==> src/hdl/planar_shadow_vertex_projector_assert.svh <==
// Assertion shorthands shared by the projector modules.
`ifndef PLANAR_SHADOW_VERTEX_PROJECTOR_ASSERT_SVH
`define PLANAR_SHADOW_VERTEX_PROJECTOR_ASSERT_SVH

// Same-cycle implication, switched off while reset is low.
`define PSVP_ASSERT_IMPL(lbl, c, r, pre, post) \
    lbl: assert property (@(posedge c) disable iff (!r) (pre) |-> (post)) \
        else $error("psvp: same-cycle check failed");

// Next-cycle implication, switched off while reset is low.
`define PSVP_ASSERT_NEXT(lbl, c, r, pre, post) \
    lbl: assert property (@(posedge c) disable iff (!r) (pre) |=> (post)) \
        else $error("psvp: next-cycle check failed");

`endif

==> src/hdl/psvp_pkg.sv <==
package psvp_pkg;

    // Default number of fraction bits
    localparam int FRAC_BITS_DEF = 16;

    localparam int FX_W = 32;

    typedef logic signed [FX_W-1:0] fx_t;
    typedef fx_t [2:0] vec3_t;

    localparam fx_t FX_MAX = 32'sh7fff_ffff;
    localparam fx_t FX_MIN = 32'sh8000_0000;
    localparam logic signed [63:0] WIDE_MAX = 64'sd2147483647;
    localparam logic signed [63:0] WIDE_MIN = -64'sd2147483648;

    // Register map
    typedef enum logic [2:0] {
        REG_NORMAL_X = 3'd0,
        REG_NORMAL_Y = 3'd1,
        REG_NORMAL_Z = 3'd2,
        REG_OFFSET   = 3'd3,
        REG_LIGHT_X  = 3'd4,
        REG_LIGHT_Y  = 3'd5,
        REG_LIGHT_Z  = 3'd6
    } reg_idx_t;

    // Setup sequencer states
    typedef enum logic [3:0] {
        ST_IDLE,
        ST_DOT_MUL,
        ST_DOT_ACC,
        ST_CHECK,
        ST_PUSH_MUL,
        ST_PUSH_ACC,
        ST_DIV,
        ST_SCALE_MUL,
        ST_SCALE_ACC
    } setup_state_t;

    // Plane and light registers as seen by the setup sequencer
    typedef struct packed {
        vec3_t normal;
        fx_t   offset;
        vec3_t light;
    } psvp_cfg_t;

    // Setup results handed to the vertex pipeline
    typedef struct packed {
        logic  done;
        vec3_t scaled_light;
    } psvp_stat_t;

    // Clamp a wide signed value to the 32-bit range
    function automatic fx_t sat_fx(input logic signed [63:0] x);
        fx_t r;
        if (x > WIDE_MAX)
            r = FX_MAX;
        else if (x < WIDE_MIN)
            r = FX_MIN;
        else
            r = x[31:0];
        return r;
    endfunction

    // Full-width signed product of two fixed-point words
    function automatic logic signed [63:0] mul_fx(input fx_t a, input fx_t b);
        logic signed [63:0] r;
        r = a * b;
        return r;
    endfunction

endpackage

==> src/hdl/psvp_setup.sv <==
`include "planar_shadow_vertex_projector_assert.svh"

module psvp_setup #(
    parameter int FRAC_BITS = psvp_pkg::FRAC_BITS_DEF
) (
    input  logic                  clk,
    input  logic                  rst_n,
    input  psvp_pkg::psvp_cfg_t   cfg,
    input  logic                  restart,
    output psvp_pkg::psvp_stat_t  stat
);
    import psvp_pkg::*;

    localparam int  QW    = 2 * FRAC_BITS + 1;
    localparam int  CNT_W = $clog2(QW);
    localparam fx_t HALF  = 32'sd1 <<< (FRAC_BITS - 1);

    setup_state_t       state_reg, state_next;
    logic               done_reg, done_next;
    logic [1:0]         idx_reg, idx_next;
    logic               pushed_reg, pushed_next;
    logic signed [33:0] acc_reg, acc_next;
    vec3_t              l_reg, l_next;
    fx_t                k_reg, k_next;
    logic signed [63:0] prod_reg, prod_next;
    logic [30:0]        rem_reg, rem_next;
    logic [QW-1:0]      quo_reg, quo_next;
    logic [CNT_W-1:0]   cnt_reg, cnt_next;
    logic [30:0]        dvs_reg, dvs_next;
    fx_t                recip_reg, recip_next;
    vec3_t              scaled_reg, scaled_next;

    fx_t                mul_a, mul_b;
    fx_t                fm;
    fx_t                d_sat;
    fx_t                d_pos;
    logic [31:0]        trial;
    logic [31:0]        diff;
    logic               ge;
    logic [63:0]        quo_wide;

    // Shared multiplier operand select
    always_comb
    begin
        unique case (state_reg)
            ST_PUSH_MUL:
            begin
                mul_a = k_reg;
                mul_b = $signed(cfg.normal[idx_reg]);
            end
            ST_SCALE_MUL:
            begin
                mul_a = $signed(l_reg[idx_reg]);
                mul_b = recip_reg;
            end
            default:
            begin
                mul_a = $signed(l_reg[idx_reg]);
                mul_b = $signed(cfg.normal[idx_reg]);
            end
        endcase
        prod_next = mul_fx(mul_a, mul_b);
    end

    // Scaled product, dot result and one division step
    always_comb
    begin
        fm       = sat_fx(prod_reg >>> FRAC_BITS);
        d_sat    = sat_fx(64'(acc_reg));
        d_pos    = (d_sat < 32'sd1) ? 32'sd1 : d_sat;
        trial    = {rem_reg, (cnt_reg == CNT_W'(2 * FRAC_BITS))};
        ge       = (trial >= {1'b0, dvs_reg});
        diff     = trial - {1'b0, dvs_reg};
        quo_next = {quo_reg[QW-2:0], ge};
        quo_wide = 64'(quo_next);
    end

    // Sequencer: next state and datapath updates
    always_comb
    begin
        state_next  = state_reg;
        done_next   = done_reg;
        idx_next    = idx_reg;
        pushed_next = pushed_reg;
        acc_next    = acc_reg;
        l_next      = l_reg;
        k_next      = k_reg;
        rem_next    = rem_reg;
        cnt_next    = cnt_reg;
        dvs_next    = dvs_reg;
        recip_next  = recip_reg;
        scaled_next = scaled_reg;

        unique case (state_reg)
            ST_IDLE:
            begin
                if (!done_reg)
                begin
                    l_next      = cfg.light;
                    acc_next    = '0;
                    idx_next    = '0;
                    pushed_next = 1'b0;
                    state_next  = ST_DOT_MUL;
                end
            end
            ST_DOT_MUL:
            begin
                state_next = ST_DOT_ACC;
            end
            ST_DOT_ACC:
            begin
                acc_next = acc_reg + 34'(fm);
                if (idx_reg == 2'd2)
                begin
                    idx_next   = '0;
                    state_next = ST_CHECK;
                end
                else
                begin
                    idx_next   = idx_reg + 2'd1;
                    state_next = ST_DOT_MUL;
                end
            end
            ST_CHECK:
            begin
                // Push the light along the normal, once per setup, when the dot is below one half
                if (!pushed_reg && (d_sat < HALF))
                begin
                    k_next      = sat_fx(64'(HALF) - 64'(d_sat));
                    pushed_next = 1'b1;
                    idx_next    = '0;
                    state_next  = ST_PUSH_MUL;
                end
                else
                begin
                    dvs_next   = d_pos[30:0];
                    rem_next   = '0;
                    cnt_next   = CNT_W'(2 * FRAC_BITS);
                    state_next = ST_DIV;
                end
            end
            ST_PUSH_MUL:
            begin
                state_next = ST_PUSH_ACC;
            end
            ST_PUSH_ACC:
            begin
                l_next[idx_reg] = sat_fx(64'($signed(l_reg[idx_reg])) + 64'(fm));
                if (idx_reg == 2'd2)
                begin
                    idx_next   = '0;
                    acc_next   = '0;
                    state_next = ST_DOT_MUL;
                end
                else
                begin
                    idx_next   = idx_reg + 2'd1;
                    state_next = ST_PUSH_MUL;
                end
            end
            ST_DIV:
            begin
                rem_next = ge ? diff[30:0] : trial[30:0];
                if (cnt_reg == '0)
                begin
                    recip_next = (|quo_wide[63:31]) ? FX_MAX : fx_t'(quo_wide[31:0]);
                    idx_next   = '0;
                    state_next = ST_SCALE_MUL;
                end
                else
                begin
                    cnt_next = cnt_reg - CNT_W'(1);
                end
            end
            ST_SCALE_MUL:
            begin
                state_next = ST_SCALE_ACC;
            end
            ST_SCALE_ACC:
            begin
                scaled_next[idx_reg] = fm;
                if (idx_reg == 2'd2)
                begin
                    done_next  = 1'b1;
                    idx_next   = '0;
                    state_next = ST_IDLE;
                end
                else
                begin
                    idx_next   = idx_reg + 2'd1;
                    state_next = ST_SCALE_MUL;
                end
            end
            default:
            begin
                state_next = ST_IDLE;
            end
        endcase

        // A register write throws away any setup in progress
        if (restart)
        begin
            state_next = ST_IDLE;
            done_next  = 1'b0;
        end
    end

    // Control state
    always_ff @(posedge clk or negedge rst_n)
    begin
        if (!rst_n)
        begin
            state_reg  <= ST_IDLE;
            done_reg   <= 1'b0;
            idx_reg    <= '0;
            pushed_reg <= 1'b0;
            cnt_reg    <= '0;
            scaled_reg <= '0;
        end
        else
        begin
            state_reg  <= state_next;
            done_reg   <= done_next;
            idx_reg    <= idx_next;
            pushed_reg <= pushed_next;
            cnt_reg    <= cnt_next;
            scaled_reg <= scaled_next;
        end
    end

    // Datapath
    always_ff @(posedge clk)
    begin
        acc_reg   <= acc_next;
        l_reg     <= l_next;
        k_reg     <= k_next;
        prod_reg  <= prod_next;
        rem_reg   <= rem_next;
        quo_reg   <= (state_reg == ST_DIV) ? quo_next : '0;
        dvs_reg   <= dvs_next;
        recip_reg <= recip_next;
    end

    assign stat.done         = done_reg;
    assign stat.scaled_light = scaled_reg;

    `PSVP_ASSERT_IMPL(a_done_only_idle, clk, rst_n, done_reg, state_reg == ST_IDLE)
    `PSVP_ASSERT_NEXT(a_restart_clears, clk, rst_n, restart, !done_reg)
    `PSVP_ASSERT_NEXT(a_div_ends, clk, rst_n,
        (state_reg == ST_DIV) && (cnt_reg == '0) && !restart,
        state_reg == ST_SCALE_MUL)

endmodule

==> config.mk <==
export PLATFORM = sky130hd
export DESIGN_NAME = psvp_setup
export DESIGN_NICKNAME = d
export VERILOG_FILES = /design/src/hdl/psvp_pkg.sv /design/src/hdl/psvp_setup.sv
export VERILOG_INCLUDE_DIRS = /design/src /design/src/hdl
export SDC_FILE = /design/constraint.sdc
export NUM_CORES = 2
export LEC_CHECK = 0
export BUFFER_PORTS_ARGS = -buffer_cell sky130_fd_sc_hd__buf_2
export CAP_MARGIN = 10
export CELL_PAD_IN_SITES_DETAIL_PLACEMENT = 1
export CELL_PAD_IN_SITES_GLOBAL_PLACEMENT = 1
export CORE_MARGIN = 1.5
export CORE_UTILIZATION = 35
export CTS_CLUSTER_SIZE = 10
export DETAILED_ROUTE_END_ITERATION = 8
export PLACE_DENSITY_LB_ADDON = 0.1
export SLEW_MARGIN = 20
export SYNTH_ARGS = -nofsm -noshare
export SYNTH_HDL_FRONTEND = slang
export SYNTH_SLANG_ARGS = --single-unit
==> constraint.sdc <==
create_clock -name clk -period 11.5 [get_ports clk]
set_input_delay 1.15 -clock clk [delete_from_list [all_inputs] [get_ports clk]]
set_output_delay 1.15 -clock clk [all_outputs]
set_load 0.02 [all_outputs]
---- Word-level counts from Yosys, hierarchy flattened ----
Index checks and enable logic that the tools add are counted.
operators by class
  multiplexer cells ....................... 48
  order comparisons ....................... 13
  shift-type cells ........................ 0
  multiply operators ...................... 1
  reductions and logical operators ........ 25
  bitwise operators ....................... 1
  divide/modulo/power cells ............... 0
  equality and inequality tests ........... 18
  add/sub/neg operators ................... 6
operators with widths
  operator                  number
  $mux W32                  13
  $bwmux W96                2
  $pmux W96 S2              1
  $bmux W32 S2              2
  $pmux W34 S3              1
  $mux W96                  1
  $mux W34                  2
  $gt A33 B32 Y1 const B    2
  $lt A33 B32 Y1 const B    2
  $demux W32 S2             1
  $mul A32 B32 Y64          1
  $mux W31                  2
  $pmux W31 S2              1
  $gt A48 B32 Y1 const B    1
  $lt A48 B32 Y1 const B    1
  $pmux W4 S9               1
  $add A34 B32 Y34          1
  $gt A34 B32 Y1 const B    1
  $lt A34 B32 Y1 const B    1
  $add A32 B32 Y33          1
  $sub A17 B32 Y33 const A  1
  $ge A32 B31 Y1            1
  $lt A32 B17 Y1 const B    1
  $lt A32 B2 Y1 const B     1
  other kinds (34)          70
storage, ports and cells
  bits in latches ......................... 0
  memories ................................ 0
  input bits .............................. 227
  register bits ........................... 462
  memory bits (writable) .................. 0
  ROM bits ................................ 0
  output and inout port bits .............. 97

---- Depth between registers and ports, before layout ----
  word-level depth ........................ 10
  depth in mapped cells ................... 36

---- Worst setup path before layout ----
No wires, ideal clock.
  path type ............................... flip-flop to flip-flop
  start ................................... register state_reg[0]
  end ..................................... register prod_reg[60]
  stages on the path, launching flop included .. 33
  arrival ................................. 8.995 ns
  slack ................................... 2.433 ns
  cells stage by stage .................... dfrtp_1 buf_2 or4b_1 buf_2 buf_2 buf_1 mux2i_1 clkbuf_1 nor2_1 fa_1 inv_1 fa_1 inv_1 fa_1 fa_1 inv_1 fa_1 inv_1 fa_1 fa_1 fa_1 ha_1 clkbuf_1 a21oi_1 o21bai_1 a21o_1 a21o_1 a21o_1 a21oi_1 o21a_1 o311ai_2 a21oi_1 xnor2_1
on the way
  longest elaborated chain between the ends .. 3
  elaborated cells on any way between the ends .. 5
  classes of those cells .................. mul: 1; eq/ne: 2; mux: 2
ends and longest elaborated chain
  item                     RTL line           text
  from (decl)              psvp_setup.sv:18   setup_state_t state_reg, state_next;
  from (signal assigned)   psvp_setup.sv:222  state_reg <= state_next;
  $eq A4 B3 Y1             psvp_setup.sv:45   unique case (state_reg)
  $mux W32                 n/a
  $mul A32 B32 Y64 *       psvp_pkg.sv:68     r = a * b;
  named net prod_next[60]  psvp_setup.sv:25   logic signed [63:0] prod_reg, prod_next;
  to (signal assigned)     psvp_setup.sv:237  prod_reg <= prod_next;
  to (decl)                psvp_setup.sv:25
The timed path passes the listed nets; every way through them passes the cells marked *.
A chain may end at the register's enable or synchronous reset.

---- Worst setup path in the final report ----
  start ................................... register state_reg[0]
  end ..................................... register prod_reg[62]
The elaborated chain is that of the path after synthesis.

==> impl_metrics.py <==
metrics = {
    "timing": {
        "setup_tns_ns": 0,
        "min_period_over_period_pct": 93.3,
        "finClkSkew_ns": 0.0517,
        "min_period_ns": 10.73,
        "slew_viol_final": 0,
        "rsz0062_at_grt": "no",
        "layout_setup_ws_ns": 0.770,
        "max_freq_mhz": 93.2,
        "worst_slew_pin_slew_ns": 1.17,
        "hold_viol": 0,
        "setup_viol": 0,
        "relSlewSlack_pct": 22.2,
    },
    "logic_synthesis": {
        "synth_nets": 8029,
        "ys_async_sr_fraction_pct": 24.7,
        "synth_edf_count": 256,
        "synthTopCellsByArea": "fa_1, edfxtp_1, inv_1, ha_1, nand2_1",
        "synth-seq-area-share_pct": 20.3,
        "syn_area_per_cell_um2": 9.23,
        "netlist.area_leader.share_pct": 36.5,
        "ys_ff_latch": 446,
        "synthFlopType": "edfxtp_1",
        "netlist_area_um2": 59400,
        "yosys_warnings": 0,
        "synth.distinct_cells": 93,
        "synthCells": 6439,
        "synth_top_cell_by_area": "fa_1",
    },
    "worst_setup_path": {
        "arrival_ns": 11.29,
        "endpoint": "prod_reg[62]",
        "cp_num_buf_inv": 4,
        "cp_slowest_stage_delay_ns": 0.96,
        "cp_top_family": "adder cells",
        "path_common_cell": "fa_1",
        "worstSetupPathType": "flip-flop to flip-flop",
        "cp.depth": 26,
        "startpoint": "state_reg[0]",
        "r2r_cells": 26,
        "cp-start-kind": "flip-flop",
        "crit_path_top_delay_cell": "mux2i_2",
        "r2r-start": "state_reg[0]",
        "crit_path_end_kind": "flip-flop",
        "worstPathRequired_ns": 12.06,
        "r2r_setup_slack_ns": 0.77,
        "crit_fanout": 27,
        "worstReg2RegEnd": "prod_reg[62]",
    },
    "hold_path": {
        "hold_path.class": "flip-flop to flip-flop",
    },
    "cells_and_area": {
        "drive_above_1_share_pct": 10.9,
        "final_cells": 8960,
        "diodes": 0,
        "multi_input_area_um2": 42300,
        "post-route-util_pct": 39.3,
        "nets": 8285,
        "fillers": 19689,
        "area_growth_pct": 11.7,
        "regArea_um2": 12000,
    },
    "cts": {
        "htreeDepth": 2,
        "post-cts-setup-buffer-count": 0,
        "cts-root-buf": "clkbuf_16",
        "clock_path_buffers": 3,
        "cts_resized": 0,
        "cts.sinks": 446,
        "cts_tree": "done",
        "clkTransAtPathRegs_ns": 0.06,
        "postCtsHoldBufs": 0,
        "clock_latency_ns": 0.68,
        "numCtsBuffers": 56,
    },
    "global_routing": {
        "grt_pass1_vias": 50481,
        "grt_overflow": 0,
        "antenna_found_initial": 14,
        "grt_pass1_wl_um": 343000,
        "grt_max_degree": 98,
        "grt_use_total_pct": 27.0,
    },
    "drt": {
        "drc_errors": 0,
        "antenna_left": 0,
        "first_pass_iters": 6,
        "drt-initial-drc-count": 3203,
        "via_count": 46778,
        "wl_per_cell_um": 25.7,
        "drt_wl_total_um": 230000,
        "viasPerCell": 5.22,
    },
    "place": {
        "dp_hpwl_um": 191000,
        "pre_cts_ws_ns": 0.900,
        "portBuffers": 291,
        "dp.cells": 8855,
        "place.gp.congestion": 0.932,
    },
    "status": {
        "status": "finished clean",
    },
    "die": {
        "core_um2": 169000,
        "dieHeight_um": 415,
        "initial_core_util_pct": 35.2,
        "design.portCount": 324,
        "die_w_um": 415,
        "dieArea_um2": 172000,
        "row_count": 151,
    },
    "flow_run": {
        "maxCapViolCount": 0,
    },
}
## area by class of cell
class | count | area share (%)
Multi-Input combinational cell | 4540 | 63.7
Timing Repair Buffer | 511 | 4.84
Sequential cell | 446 | 18.1
Tap cell | 2218 | 4.18
Inverter | 1140 | 6.45
Clock buffer | 95 | 2.57
Clock inverter | 10 | 0.158
## routing by layer
metal | vias up | track usage (%) | wire length, µm
li1 | 20654 | - | -
met1 | 24763 | 38.6 | 105000
met2 | 1134 | 42.9 | 105000
met3 | 225 | 4.38 | 13700
met4 | 2 | 6.34 | 5930
met5 | - | 0 | 7
## layout by cell type (no fill, tap or decap), drive strengths merged, types with 7 or more instances in the layout
master	netlist	routed
inv	1139	1141
edfxtp	256	256
and3	14	14
dfxtp	80	80
ha	279	279
a31oi	22	22
or3	49	49
nor4	23	23
clkbuf	275	95
and2	58	58
mux2i	122	122
fa	1084	1084
buf	38	511
nor2b	18	18
nand4	26	26
nand3	48	48
o31ai	9	9
xor2	59	59
or2	14	14
xnor2	98	98
o21ai	353	353
a21o	71	71
o21bai	25	25
o311ai	7	7
nand2b	45	45
nor2	744	744
a211oi	20	20
a21oi	218	218
clkinv	1	8
dfrtp	110	110
o21a	41	41
mux2	33	33
a41oi	8	8
nor3	48	48
nand2	860	860
o211ai	39	39
## metrics by stage
step	cell area, µm²	hold WS (ns)
floorplan	59400	0.421
global placement	64500	0.428
detailed placement	64500	0.433
CTS	66400	0.447
global route	66400	0.471
finish	66400	0.443
## cell usage after synthesis, drive strengths merged, types with 38 or more instances
cell    instances
inv          1139
fa           1084
nand2         860
nor2          744
o21ai         353
ha            279
clkbuf        275
edfxtp        256
a21oi         218
mux2i         122
dfrtp         110
xnor2          98
dfxtp          80
a21o           71
xor2           59
and2           58
or3            49
nand3          48
nor3           48
nand2b         45
o21a           41
o211ai         39
buf            38
## logic make-up (layout without fill, tap and decap cells)
group                    Yosys count  in the layout  synth area share (%)
AND/OR/NAND/NOR                 1970           1970                  13.9
flip-flops                       446            446                  20.3
XOR/XNOR                         157            157                  2.31
AO/OA/AOI/OAI                    894            894                  9.21
other                              1              1               0.00631
adder cells (fa/ha/maj)         1363           1363                  42.4
buffers and inverters           1453           1756                  9.22
multiplexers                     155            155                  2.68
## worst min path at each step
stage | from | end | slack, ns | cells after the start
floorplan | quo_reg[9] | quo_reg[10] | 0.42 | 1
global placement | quo_reg[28] | quo_reg[29] | 0.43 | 1
detailed placement | quo_reg[18] | quo_reg[19] | 0.43 | 1
CTS | quo_reg[18] | quo_reg[19] | 0.45 | 1
global route | quo_reg[9] | quo_reg[10] | 0.47 | 1
finish | quo_reg[18] | quo_reg[19] | 0.44 | 1
Power is left out: the tool's default activity adds up to more than one toggle a clock period on the data nets, which glitch-free logic cannot reach.
